$ cat config.mk
export PLATFORM = sky130hd
export DESIGN_NAME = delta_list_task_scheduler
export DESIGN_NICKNAME = d
export VERILOG_FILES = /design/src/design/dlts_pkg.sv /design/src/design/dlts_datapath.sv /design/src/design/dlts_ctrl.sv /design/src/design/delta_list_task_scheduler.sv
export SDC_FILE = /design/constraint.sdc
export NUM_CORES = 2
export LEC_CHECK = 0
export ABC_AREA = 1
export BUFFER_PORTS_ARGS = -buffer_cell sky130_fd_sc_hd__buf_2
export CAP_MARGIN = 20
export CELL_PAD_IN_SITES_DETAIL_PLACEMENT = 1
export CELL_PAD_IN_SITES_GLOBAL_PLACEMENT = 2
export CORE_ASPECT_RATIO = 1.2
export CORE_UTILIZATION = 35
export DETAILED_ROUTE_END_ITERATION = 10
export HOLD_SLACK_MARGIN = 0.02
export PLACE_DENSITY_LB_ADDON = 0.1
export SKIP_LAST_GASP = 1
export SLEW_MARGIN = 20
export SYNTH_ARGS = -nofsm -noshare
export SYNTH_HDL_FRONTEND = slang
export SYNTH_SLANG_ARGS = --single-unit
$ cat constraint.sdc
create_clock -name clk -period 5.18 [get_ports clk]
set_clock_uncertainty 0.15 [all_clocks]
set_input_delay 0.777 -clock clk [delete_from_list [all_inputs] [get_ports clk]]
set_output_delay 0.777 -clock clk [all_outputs]
set_load 0.02 [all_outputs]
$ cat src/design/dlts_pkg.sv
`default_nettype none
package dlts_pkg;
	localparam int MAX_TASKS_DEF  = 16;
	localparam int TICK_WIDTH_DEF = 16;
	localparam int RESULT_CAP     = 16;

	localparam logic [2:0] OP_TICK   = 3'd0;
	localparam logic [2:0] OP_ADD    = 3'd1;
	localparam logic [2:0] OP_DISP   = 3'd2;
	localparam logic [2:0] OP_REMOVE = 3'd3;
	localparam logic [2:0] OP_CLEAR  = 3'd4;

	localparam logic [1:0] ST_OK    = 2'd0;
	localparam logic [1:0] ST_EMPTY = 2'd1;
	localparam logic [1:0] ST_FULL  = 2'd2;

	typedef struct packed {
		logic [2:0]  op;
		logic [7:0]  task_number;
		logic [15:0] first_delay;
		logic [15:0] repeat_period;
	} cmd_t;

	typedef struct packed {
		logic [7:0] ran_task;
		logic       ran_valid;
		logic [1:0] status;
		logic       last;
	} res_t;

	// controller to datapath
	typedef struct packed {
		logic load;       // capture command
		logic tick;       // count head down
		logic clear;      // empty queue
		logic drop;       // start head removal
		logic take_head;  // latch head for dispatch and drop it
		logic ins_start;  // begin insertion walk
		logic ins_step;   // one step of walk or shift
	} ctl_t;

	// datapath to controller
	typedef struct packed {
		logic empty;
		logic full;
		logic head_due;
		logic head_periodic;
		logic busy;       // shift or walk in progress
	} sts_t;
endpackage
`default_nettype wire

$ cat src/design/dlts_datapath.sv
`default_nettype none
module dlts_datapath #(
	parameter int MAX_TASKS  = dlts_pkg::MAX_TASKS_DEF,
	parameter int TICK_WIDTH = dlts_pkg::TICK_WIDTH_DEF
) (
	input  wire                clk,
	input  wire                arst_n,
	input  dlts_pkg::cmd_t     cmd,
	input  dlts_pkg::ctl_t     ctl,
	output dlts_pkg::sts_t     sts,
	output logic [7:0]         head_task
);
	localparam int IW = (MAX_TASKS > 1) ? $clog2(MAX_TASKS) : 1;
	localparam int LW = $clog2(MAX_TASKS + 1);
	localparam int SW = TICK_WIDTH + 1;
	localparam logic [LW-1:0] MAXL = LW'(MAX_TASKS);

	// walk phases
	localparam logic [1:0] W_IDLE = 2'd0;
	localparam logic [1:0] W_FIND = 2'd1;
	localparam logic [1:0] W_SHIFT = 2'd2;
	localparam logic [1:0] W_DROP = 2'd3;

	logic [7:0]            task_q   [MAX_TASKS];
	logic [TICK_WIDTH-1:0] delta_q  [MAX_TASKS];
	logic [15:0]           period_q [MAX_TASKS];
	logic [LW-1:0]         len_q;
	logic [1:0]            walk_q;
	logic [LW-1:0]         pos_q;
	logic [LW-1:0]         j_q;
	logic [SW-1:0]         before_q;
	logic [7:0]            itask_q;
	logic [TICK_WIDTH-1:0] idelay_q;
	logic [15:0]           iperiod_q;
	logic [7:0]            htask_q;

	logic [SW-1:0]         upto;
	logic [TICK_WIDTH-1:0] sat_first, sat_per, new_delta;
	logic [IW-1:0]         pos_i, j_i, jm_i;

	// saturate a 16 bit delay to the tick range
	function automatic logic [TICK_WIDTH-1:0] sat(input logic [15:0] v);
		logic [31:0] w;
		logic [31:0] m;
		begin
			w = 32'(v);
			m = (TICK_WIDTH >= 32) ? 32'hFFFF_FFFF : ((32'd1 << TICK_WIDTH) - 32'd1);
			sat = TICK_WIDTH'((w > m) ? m : w);
		end
	endfunction

	assign sat_first = sat(cmd.first_delay);
	assign sat_per   = sat(period_q[0]);
	assign pos_i     = pos_q[IW-1:0];
	assign j_i       = j_q[IW-1:0];
	assign jm_i      = IW'(j_q - LW'(1));
	assign upto      = before_q + SW'(delta_q[pos_i]);
	assign new_delta = TICK_WIDTH'(SW'(idelay_q) - before_q);

	assign sts.empty         = (len_q == '0);
	assign sts.full          = (len_q >= MAXL);
	assign sts.head_due      = (len_q != '0) && (delta_q[0] == '0);
	assign sts.head_periodic = (period_q[0] != 16'd0);
	assign sts.busy          = (walk_q != W_IDLE);
	assign head_task         = htask_q;

	// control state of the queue
	always_ff @(posedge clk or negedge arst_n) begin
		if (!arst_n) begin
			len_q  <= '0;
			walk_q <= W_IDLE;
		end else begin
			priority if (ctl.clear) begin
				len_q <= '0;
			end else if (ctl.drop || ctl.take_head) begin
				walk_q <= W_DROP;
			end else if (ctl.ins_start) begin
				walk_q <= W_FIND;
			end else if (ctl.ins_step) begin
				unique case (walk_q)
					W_FIND: begin
						if (pos_q >= len_q || SW'(idelay_q) <= upto)
							walk_q <= W_SHIFT;
					end
					W_SHIFT: begin
						if (j_q <= pos_q) begin
							walk_q <= W_IDLE;
							len_q  <= len_q + LW'(1);
						end
					end
					W_DROP: begin
						if (j_q + LW'(1) >= len_q) begin
							walk_q <= W_IDLE;
							len_q  <= len_q - LW'(1);
						end
					end
					default: walk_q <= W_IDLE;
				endcase
			end
		end
	end

	// entry store and walk registers
	always_ff @(posedge clk) begin
		if (ctl.tick && len_q != '0 && delta_q[0] != '0)
			delta_q[0] <= delta_q[0] - TICK_WIDTH'(1);
		if (ctl.drop || ctl.take_head) begin
			j_q      <= LW'(1);
			htask_q  <= task_q[0];
			itask_q  <= task_q[0];
			idelay_q <= sat_per;
			iperiod_q <= period_q[0];
		end
		if (ctl.ins_start) begin
			pos_q    <= '0;
			before_q <= '0;
			j_q      <= len_q;
			if (ctl.load) begin
				itask_q   <= cmd.task_number;
				idelay_q  <= sat_first;
				iperiod_q <= cmd.repeat_period;
			end
		end
		if (ctl.ins_step) begin
			unique case (walk_q)
				W_FIND: begin
					if (!(pos_q >= len_q || SW'(idelay_q) <= upto)) begin
						before_q <= upto;
						pos_q    <= pos_q + LW'(1);
					end
				end
				W_SHIFT: begin
					if (j_q > pos_q) begin
						// move one entry up
						task_q[j_i]   <= task_q[jm_i];
						delta_q[j_i]  <= delta_q[jm_i];
						period_q[j_i] <= period_q[jm_i];
						j_q <= j_q - LW'(1);
					end else begin
						task_q[pos_i]   <= itask_q;
						delta_q[pos_i]  <= new_delta;
						period_q[pos_i] <= iperiod_q;
						if (pos_q < len_q)
							delta_q[IW'(pos_q + LW'(1))] <=
								delta_q[IW'(pos_q + LW'(1))] - new_delta;
					end
				end
				W_DROP: begin
					if (j_q < len_q) begin
						// move one entry down
						task_q[jm_i]   <= task_q[j_i];
						delta_q[jm_i]  <= delta_q[j_i];
						period_q[jm_i] <= period_q[j_i];
					end
					j_q <= j_q + LW'(1);
				end
				default: ;
			endcase
		end
	end
endmodule
`default_nettype wire

$ cat src/design/dlts_ctrl.sv
`default_nettype none
module dlts_ctrl (
	input  wire                 clk,
	input  wire                 arst_n,
	input  wire                 start,
	input  dlts_pkg::cmd_t      cmd,
	input  dlts_pkg::sts_t      sts,
	input  wire  [7:0]          head_task,
	output logic                busy,
	output dlts_pkg::ctl_t      ctl,
	output logic                done,
	output dlts_pkg::res_t      result
);
	localparam logic [2:0] S_IDLE  = 3'd0;
	localparam logic [2:0] S_DROP  = 3'd1;
	localparam logic [2:0] S_INS   = 3'd2;
	localparam logic [2:0] S_DCHK  = 3'd3;
	localparam logic [2:0] S_DPOP  = 3'd4;
	localparam logic [2:0] S_DINS  = 3'd5;
	localparam logic [2:0] S_DEMIT = 3'd6;

	logic [2:0] state_q;
	logic [4:0] cnt_q;
	logic       per_q;
	logic       done_q;
	dlts_pkg::res_t res_q;
	logic       accept;
	logic       done_d;
	logic [1:0] cmd_status;

	assign accept = start && !busy;
	assign busy   = (state_q != S_IDLE);
	assign done   = done_q;
	assign result = res_q;

	// status of a command answered straight from idle
	assign cmd_status = (cmd.op == dlts_pkg::OP_REMOVE && sts.empty) ? dlts_pkg::ST_EMPTY :
		(cmd.op == dlts_pkg::OP_ADD && sts.full) ? dlts_pkg::ST_FULL : dlts_pkg::ST_OK;

	// command decode and dispatch control
	always_comb begin
		ctl = '0;
		ctl.ins_step = sts.busy;
		unique case (state_q)
			S_IDLE: begin
				if (accept) begin
					ctl.load = 1'b1;
					unique case (cmd.op)
						dlts_pkg::OP_TICK:   ctl.tick = 1'b1;
						dlts_pkg::OP_CLEAR:  ctl.clear = 1'b1;
						dlts_pkg::OP_REMOVE: ctl.drop = !sts.empty;
						dlts_pkg::OP_ADD:    ctl.ins_start = !sts.full;
						default: ;
					endcase
				end
			end
			S_DCHK: ctl.take_head = sts.head_due && (cnt_q < 5'(dlts_pkg::RESULT_CAP));
			S_DPOP: ctl.ins_start = !sts.busy && per_q;
			default: ;
		endcase
	end

	// result strobe for the next cycle
	always_comb begin
		done_d = 1'b0;
		unique case (state_q)
			S_IDLE: begin
				if (accept) begin
					unique case (cmd.op)
						dlts_pkg::OP_REMOVE: done_d = sts.empty;
						dlts_pkg::OP_ADD:    done_d = sts.full;
						dlts_pkg::OP_DISP:   done_d = 1'b0;
						default:             done_d = 1'b1;
					endcase
				end
			end
			S_DROP, S_INS: done_d = !sts.busy;
			S_DCHK:        done_d = !ctl.take_head && (cnt_q == '0);
			S_DEMIT:       done_d = 1'b1;
			default: ;
		endcase
	end

	// sequence
	always_ff @(posedge clk or negedge arst_n) begin
		if (!arst_n) begin
			state_q <= S_IDLE;
			done_q  <= 1'b0;
			cnt_q   <= '0;
			per_q   <= 1'b0;
		end else begin
			done_q <= done_d;
			unique case (state_q)
				S_IDLE: begin
					if (accept) begin
						res_q <= '{ran_task: 8'd0, ran_valid: 1'b0,
							status: cmd_status, last: 1'b1};
						unique case (cmd.op)
							dlts_pkg::OP_REMOVE: begin
								if (!sts.empty)
									state_q <= S_DROP;
							end
							dlts_pkg::OP_ADD: begin
								if (!sts.full)
									state_q <= S_INS;
							end
							dlts_pkg::OP_DISP: begin
								cnt_q   <= '0;
								state_q <= S_DCHK;
							end
							default: ;
						endcase
					end
				end
				S_DROP, S_INS: begin
					if (!sts.busy)
						state_q <= S_IDLE;
				end
				S_DCHK: begin
					if (ctl.take_head) begin
						per_q   <= sts.head_periodic;
						state_q <= S_DPOP;
					end else begin
						state_q <= S_IDLE;
					end
				end
				S_DPOP: begin
					if (!sts.busy)
						state_q <= per_q ? S_DINS : S_DEMIT;
				end
				S_DINS: begin
					if (!sts.busy)
						state_q <= S_DEMIT;
				end
				S_DEMIT: begin
					// emit now; mark last if another due entry cannot follow
					res_q <= '{ran_task: head_task, ran_valid: 1'b1, status: dlts_pkg::ST_OK,
						last: !(sts.head_due && (cnt_q + 5'd1 < 5'(dlts_pkg::RESULT_CAP)))};
					cnt_q   <= cnt_q + 5'd1;
					state_q <= S_DCHK;
				end
				default: state_q <= S_IDLE;
			endcase
		end
	end
endmodule
`default_nettype wire

$ cat src/design/delta_list_task_scheduler.sv
`default_nettype none
// Tick, clear and odd codes are answered straight from idle; add and remove walk the queue.
// Dispatch: a periodic task run costs more than a one-shot run, its time set by the
// single-entry shift of the queue; with nothing due, one result with ran_valid low is given.
// One command at a time: busy falls at or just after its last result strobe.
// Results appear one cycle on result with done high; the receiver cannot stall.
// Reset empties the queue at once; entry storage is not cleared.
module delta_list_task_scheduler #(
	parameter int MAX_TASKS  = dlts_pkg::MAX_TASKS_DEF,
	parameter int TICK_WIDTH = dlts_pkg::TICK_WIDTH_DEF
) (
	input  wire             clk,
	input  wire             arst_n,
	input  wire             start,
	input  dlts_pkg::cmd_t  cmd,
	output logic            busy,
	output logic            done,
	output dlts_pkg::res_t  result
);
	dlts_pkg::ctl_t ctl;
	dlts_pkg::sts_t sts;
	logic [7:0]     head_task;

	dlts_ctrl u_ctrl (
		.clk(clk), .arst_n(arst_n), .start(start), .cmd(cmd), .sts(sts),
		.head_task(head_task), .busy(busy), .ctl(ctl), .done(done), .result(result)
	);

	dlts_datapath #(.MAX_TASKS(MAX_TASKS), .TICK_WIDTH(TICK_WIDTH)) u_dp (
		.clk(clk), .arst_n(arst_n), .cmd(cmd), .ctl(ctl), .sts(sts),
		.head_task(head_task)
	);
endmodule
`default_nettype wire
-- Yosys cells after proc, flatten, opt, wreduce, memory -nomap -nowiden
Memory sizes are Yosys's and may differ from the RTL's. A register that Yosys moved wholly into a read port is not among the register bits.
Cells that the tools add are included.
- $add $sub $neg: 10
- order comparisons: 10
- equal/unequal tests: 28
- muxes and demuxes: 102
- bitwise gates (word level): 1
- reduce and logical (&&, ||, !) cells: 45
- operator list (cell ; number):
    $mux W16 ; 10
    $mux W5 ; 16
    $mux W17 ; 4
    $reduce_or A16 Y1 ; 4
    $mux W8 ; 5
    $mux W1 ; 32
    $mux W4 ; 8
    $reduce_bool A16 Y1 ; 2
    $sub A16 B16 Y16 ; 2
    $pmux W5 S2 ; 3
    $pmux W12 S2 ; 1
    $mux W3 ; 7
    $add A5 B1 Y5 const B ; 4
    $mux W2 ; 9
    $pmux W3 S6 ; 1
    $add A17 B16 Y17 ; 1
    $le A16 B17 Y1 ; 1
    $logic_not A16 Y1 ; 1
    $ne A4 B2 Y1 const B ; 4
    $reduce_or A8 Y1 ; 2
    $sub A16 B1 Y16 const B ; 1
    $eq A3 B2 Y1 const B ; 4
    $eq A3 B3 Y1 const B ; 4
    $mux W12 ; 1
    other kinds (34) ; 69
- register bits: 104
- RAM bits: 640
- bits of input ports: 46
- output and inout port bits: 14
- memories kept: 3
- memory list (memory ; words ; bits a word ; read ports ; clocked after memory_dff ; wr ports ; line ; source):
    u_dp.delta_q ; 16 ; 16 ; 5 ; 2 ; 3 ; dlts_datapath.sv:25 ; logic [TICK_WIDTH-1:0] delta_q [MAX_TASKS];
    u_dp.period_q ; 16 ; 16 ; 3 ; 1 ; 1 ; dlts_datapath.sv:26 ; logic [15:0] period_q [MAX_TASKS];
    u_dp.task_q ; 16 ; 8 ; 3 ; 1 ; 1 ; dlts_datapath.sv:24 ; logic [7:0] task_q [MAX_TASKS];

-- Depth between registers and ports, before layout
- word-level depth: 11
- depth in mapped cells: 37
- mapped depth without buffers: 31

-- Cells and area by module
A second synthesis with hierarchy kept.
- cell total of the unflattened synthesis: 5907
- area total of the unflattened synthesis: 47380.4 um^2
- modules (own cells, without submodules) (module ; times used ; cells an instance ; area each (um^2)):
    dlts_datapath ; 1 ; 5770 ; 46086.7
    dlts_ctrl ; 1 ; 137 ; 1293.7

-- Worst setup path before layout
No wires, ideal clock.
- path type: register -> register
- start point: register u_dp.pos_q[0]
- end point: memory u_dp.delta_q[1][12] (netlist bit) (data pin)
- setup time: 152 ps
- data arrival time: 5000 ps
- required time: 4878 ps
- slack: -123 ps
- cell stages (with the launch flop): 27
- path buffers: 9
- period minus slack after synthesis: 5303 ps
- cells stage by stage: dfxtp_1 > buf_2 > inv_1 > clkbuf_1 > buf_2 > clkbuf_1 > clkbuf_1 > ha_1 > clkbuf_1 > buf_1 > clkbuf_1 > a21oi_1 > o21ai_0 > o21ai_0 > a22oi_1 > nand2_1 > ha_1 > nand2_1 > o21ai_0 > a21oi_1 > o21ai_0 > nand3_1 > nand2_1 > xor2_1 > buf_4 > nand2_1 > o21ai_0
- RTL lines (what ; line ; source):
    start, declared ; dlts_datapath.sv:29 ; logic [LW-1:0] pos_q;
    start signal, assigned ; dlts_datapath.sv:129 ; pos_q <= pos_q + LW'(1);
    end, declared ; dlts_datapath.sv:25 ;

==> impl_summary.md <==
STA
The total count of max-transition violations in the final report was 0. The shortest period the worst path allows is 5030 ps. Setup repair after global routing could not meet its margin everywhere. The highest achievable clock rate is 199 MHz. The relative slew slack is 0.273. The hold violation count in the final report is 0.

The slew at the pin closest to its max-slew limit is 1090 ps. Across all setup checks in the final design, the least slack found is 148 ps. The count of final setup violators is 0. The post-route clock period utilization is 0.971.

Clocking
The TritonCTS clock tree is yes. The buffer cell driving the clock tree root is sky130_fd_sc_hd__clkbuf_16. The latest clock arrival within the worst-skew pair is 720 ps. The clock slew at the register clock pins of the worst setup and hold paths is 60 ps. The buffer levels on the longest clock path is 3.

The number of H-tree branching levels is 3. The number of clock buffers inserted by TritonCTS is 88. Counting every sink on the clock net gives 744.

Final layout
The post-layout instance count excluding filler cells is 7803. The area added between synthesis and finish is 15.3%. The final layout contains 6095 nets. In the final layout, the share of cells above drive strength 1 is 0.106.

Synthesis
Yosys printed 0 warnings. In this run the mean area of a mapped cell was 7.93 um2. The sequential element share of the synthesized area is 0.459. After synthesis, the netlist uses 56 different library cells. The synthesized design contains 660 enable-type register cells. The cell area after synthesis is 47000 um2. The most instantiated flip-flop cell in the synthesis netlist is sky130_fd_sc_hd__edfxtp_1.

When the netlist entered floorplanning its net count stood at 6073. The synthesized instance count is 5928. The synthesis-stage register bit count is 744. Of all flip-flops after synthesis, the portion carrying an async set or reset was 0.0228.

Global routing
Entering global routing, the biggest net connects 201 pins. The initial antenna violation count is 3. The first-pass GRT wire length is 328000 um. The total routing usage reported by global routing is 0.333. The via count of the first global-routing pass is 46374. The total global routing overflow is 0.

Placed design
The sum of net half-perimeters after detailed placement is 152000 um. The total instance count after detailed placement is 7625. The count of buffers inserted at the top-level ports is 59. The placer's final routability congestion estimate is 0.962. The worst setup timing slack at the placement stage is 171 ps.

Route
The number of search-and-repair iterations in the first detailed-routing pass is 6. Summed over all layers, the routed wires come to 230000 um. The first routing iteration left 3878 violations. After detailed routing, the number of vias per cell comes to 5.96. In this run the remaining antenna-violating nets after routing total 0. In the final routed layout, each cell accounts on average for 29.5 um. The final route contains 46539 vias. The number of DRC violations after detailed routing is 0.

Setup path
Along the worst path, the maximum fanout reaches 15. The start-to-end type of the worst setup path is reg -> reg. The critical path arrival is 5320 ps. In this design, the stage delay of the slowest critical-path cell is 450 ps. The largest delay contributor family on the critical path is buffers and inverters.

The setup slack of the worst register-to-register path is 150 ps. The most used cell along the critical path is sky130_fd_sc_hd__buf_4. The worst setup path is captured at a flip-flop. The critical path goes through clkbuf_4 > buf_4 > buf_4 > ha_1 > xor2_4 > buf_12 > inv_2 > nor2_4 > inv_2 > buf_4 > a21oi_1 > a2111o_1 > ha_1 > a21oi_1 > o21ai_0 > a21oi_1 > o21ai_0 > buf_4 > xnor2_1 > buf_4 > buf_12 > o21ai_0.

STA classifies the critical path startpoint as a flip-flop. Counting both buffers and inverters, the worst setup path holds a total of 10. The slowest stage of the critical path is the sky130_fd_sc_hd__dfxtp_4 cell. At the worst endpoint, the required time is 5470 ps.

Die
The count of boundary I/O pins is 60. The area of the die is 136000 um2. The initial utilization of the core area, before any placement, comes to 0.355. After floorplanning, the core was divided into 146 placement rows.

From bottom edge to top edge, the die measures 404 um. The core footprint is 133000 um2. The chip width is 337 um.

Run status
The flow ran to the end, and the final reports show no timing, DRC or antenna violations.

Min path
The path class of the lowest-slack min-delay path is in -> reg.

Run
Across the run, the number of max-cap violations was 0.
[flip-flops by register name (all words and copies together), names as in the netlist, 8 cells and up]
register and flops:
u_dp.task_q 128, u_dp.idelay_q 16, u_dp.before_q 17, u_dp.head_task 8, u_ctrl.result 12, u_dp.itask_q 8
u_dp.delta_q 256, u_dp.iperiod_q 16, u_dp.period_q 256
[cells in the mapped netlist (16+ instances only)]
cell,number,share of area
sky130_fd_sc_hd__ha_1,95,0.025
sky130_fd_sc_hd__dfxtp_1,67,0.029
sky130_fd_sc_hd__dfrtp_1,17,0.0090
sky130_fd_sc_hd__o22ai_1,145,0.019
sky130_fd_sc_hd__xnor2_1,19,0.0035
sky130_fd_sc_hd__clkbuf_1,278,0.022
sky130_fd_sc_hd__buf_2,114,0.012
sky130_fd_sc_hd__a21oi_1,652,0.069
sky130_fd_sc_hd__nand4_1,16,0.0021
sky130_fd_sc_hd__nand2_1,796,0.064
sky130_fd_sc_hd__nor2_1,585,0.047
sky130_fd_sc_hd__inv_1,395,0.032
sky130_fd_sc_hd__o21ai_0,1294,0.14
sky130_fd_sc_hd__buf_4,21,0.0034
sky130_fd_sc_hd__nor3_1,25,0.0027
sky130_fd_sc_hd__nand3_1,328,0.035
sky130_fd_sc_hd__a31oi_1,20,0.0027
sky130_fd_sc_hd__xor2_1,40,0.0075
sky130_fd_sc_hd__a221o_1,24,0.0051
sky130_fd_sc_hd__inv_2,17,0.0014
sky130_fd_sc_hd__buf_1,56,0.0045
sky130_fd_sc_hd__o211ai_1,146,0.023
sky130_fd_sc_hd__edfxtp_1,660,0.42
[through the flow]
stage	cell area, um2	utilization	hold slack (ps)	setup TNS [ps]
floorplan	47000	-	276	0
global placement	51100	0.385	284	0
detailed placement	51100	0.385	283	0
CTS	54000	0.407	107	0
global route	54200	0.409	138	-70.2
finish	54200	0.409	153	0
[what timing repair did]
action,4_1_cts,5_1_grt
setup buffers,0,7
hold buffers,1,0
resized for setup,0,19
endpoints found under the hold margin,17,0
endpoints found under the setup margin,0,39
[final timing paths]
| path | startpoint | end | depth (start not counted) |
|---|---|---|---|
| worst min register to register | u_dp.task_q[0][1]$_DFFE_PP_ | u_dp.head_task[1]$_DFFE_PP_ | 0 |
| min in group asynchronous | arst_n | u_dp.len_q[1]$_DFFE_PN0P_ | 2 |
| worst max register to register | u_dp.pos_q[0]$_DFF_P_ | u_dp.delta_q[14][10]$_DFFE_PP_ | 22 |
| worst max-delay path | u_dp.pos_q[0]$_DFF_P_ | u_dp.delta_q[14][10]$_DFFE_PP_ | 22 |
| worst min-delay path | cmd[36] | u_dp.itask_q[4]$_DFF_P_ | 3 |
| max in group asynchronous | arst_n | u_ctrl.done$_DFF_PN0_ | 2 |
[final cells by class]
class                           instances  area (um2)
Sequential cell                       744       21600
Antenna cell                            2        5.00
Clock buffer                          118        2410
Fill cell                           15790       78400
Tap cell                             1776        2220
Clock inverter                         47         523
Inverter                              415        1590
Multi-Input combinational cell       4297       22100
Timing Repair Buffer                  404        3730
[layout by cell type (no fill, tap or decap), types with 91 or more instances in the layout]
cell,count
sky130_fd_sc_hd__edfxtp_1,660
sky130_fd_sc_hd__o22ai_1,145
sky130_fd_sc_hd__inv_1,390
sky130_fd_sc_hd__a21oi_1,650
sky130_fd_sc_hd__o21ai_0,1282
sky130_fd_sc_hd__buf_4,275
sky130_fd_sc_hd__nand2_1,794
sky130_fd_sc_hd__nor2_1,574
sky130_fd_sc_hd__ha_1,91
sky130_fd_sc_hd__o211ai_1,146
sky130_fd_sc_hd__clkbuf_16,91
sky130_fd_sc_hd__nand3_1,328
[cell families after synthesis]
kind of cell,after synthesis,share of synthesized area
AOI/OAI and AO/OA,2354,0.270
and+or+nand+nor,1781,0.155
buffers and inverters,887,0.0760
DFF,744,0.459
adders and majority gates,99,0.0270
xor gates and xnor gates,63,0.0131
[metal layers]
layer	GRT usage	wire (um)	vias up
met5	0	33	-
met4	0.184	14100	4
met3	0.0345	10600	510
met2	0.578	113000	1411
met1	0.402	92600	23541
li1	-	-	21073
[tightest hold or removal path, delay by kind of cell]
kind / cells / cell delay (ps)
buffers and inverters: 2 / 120
AO/OA/AOI/OAI: 1 / 70
Power is not shown: default switching activity piles up to over one toggle a cycle in this logic, so the estimate is an artifact.
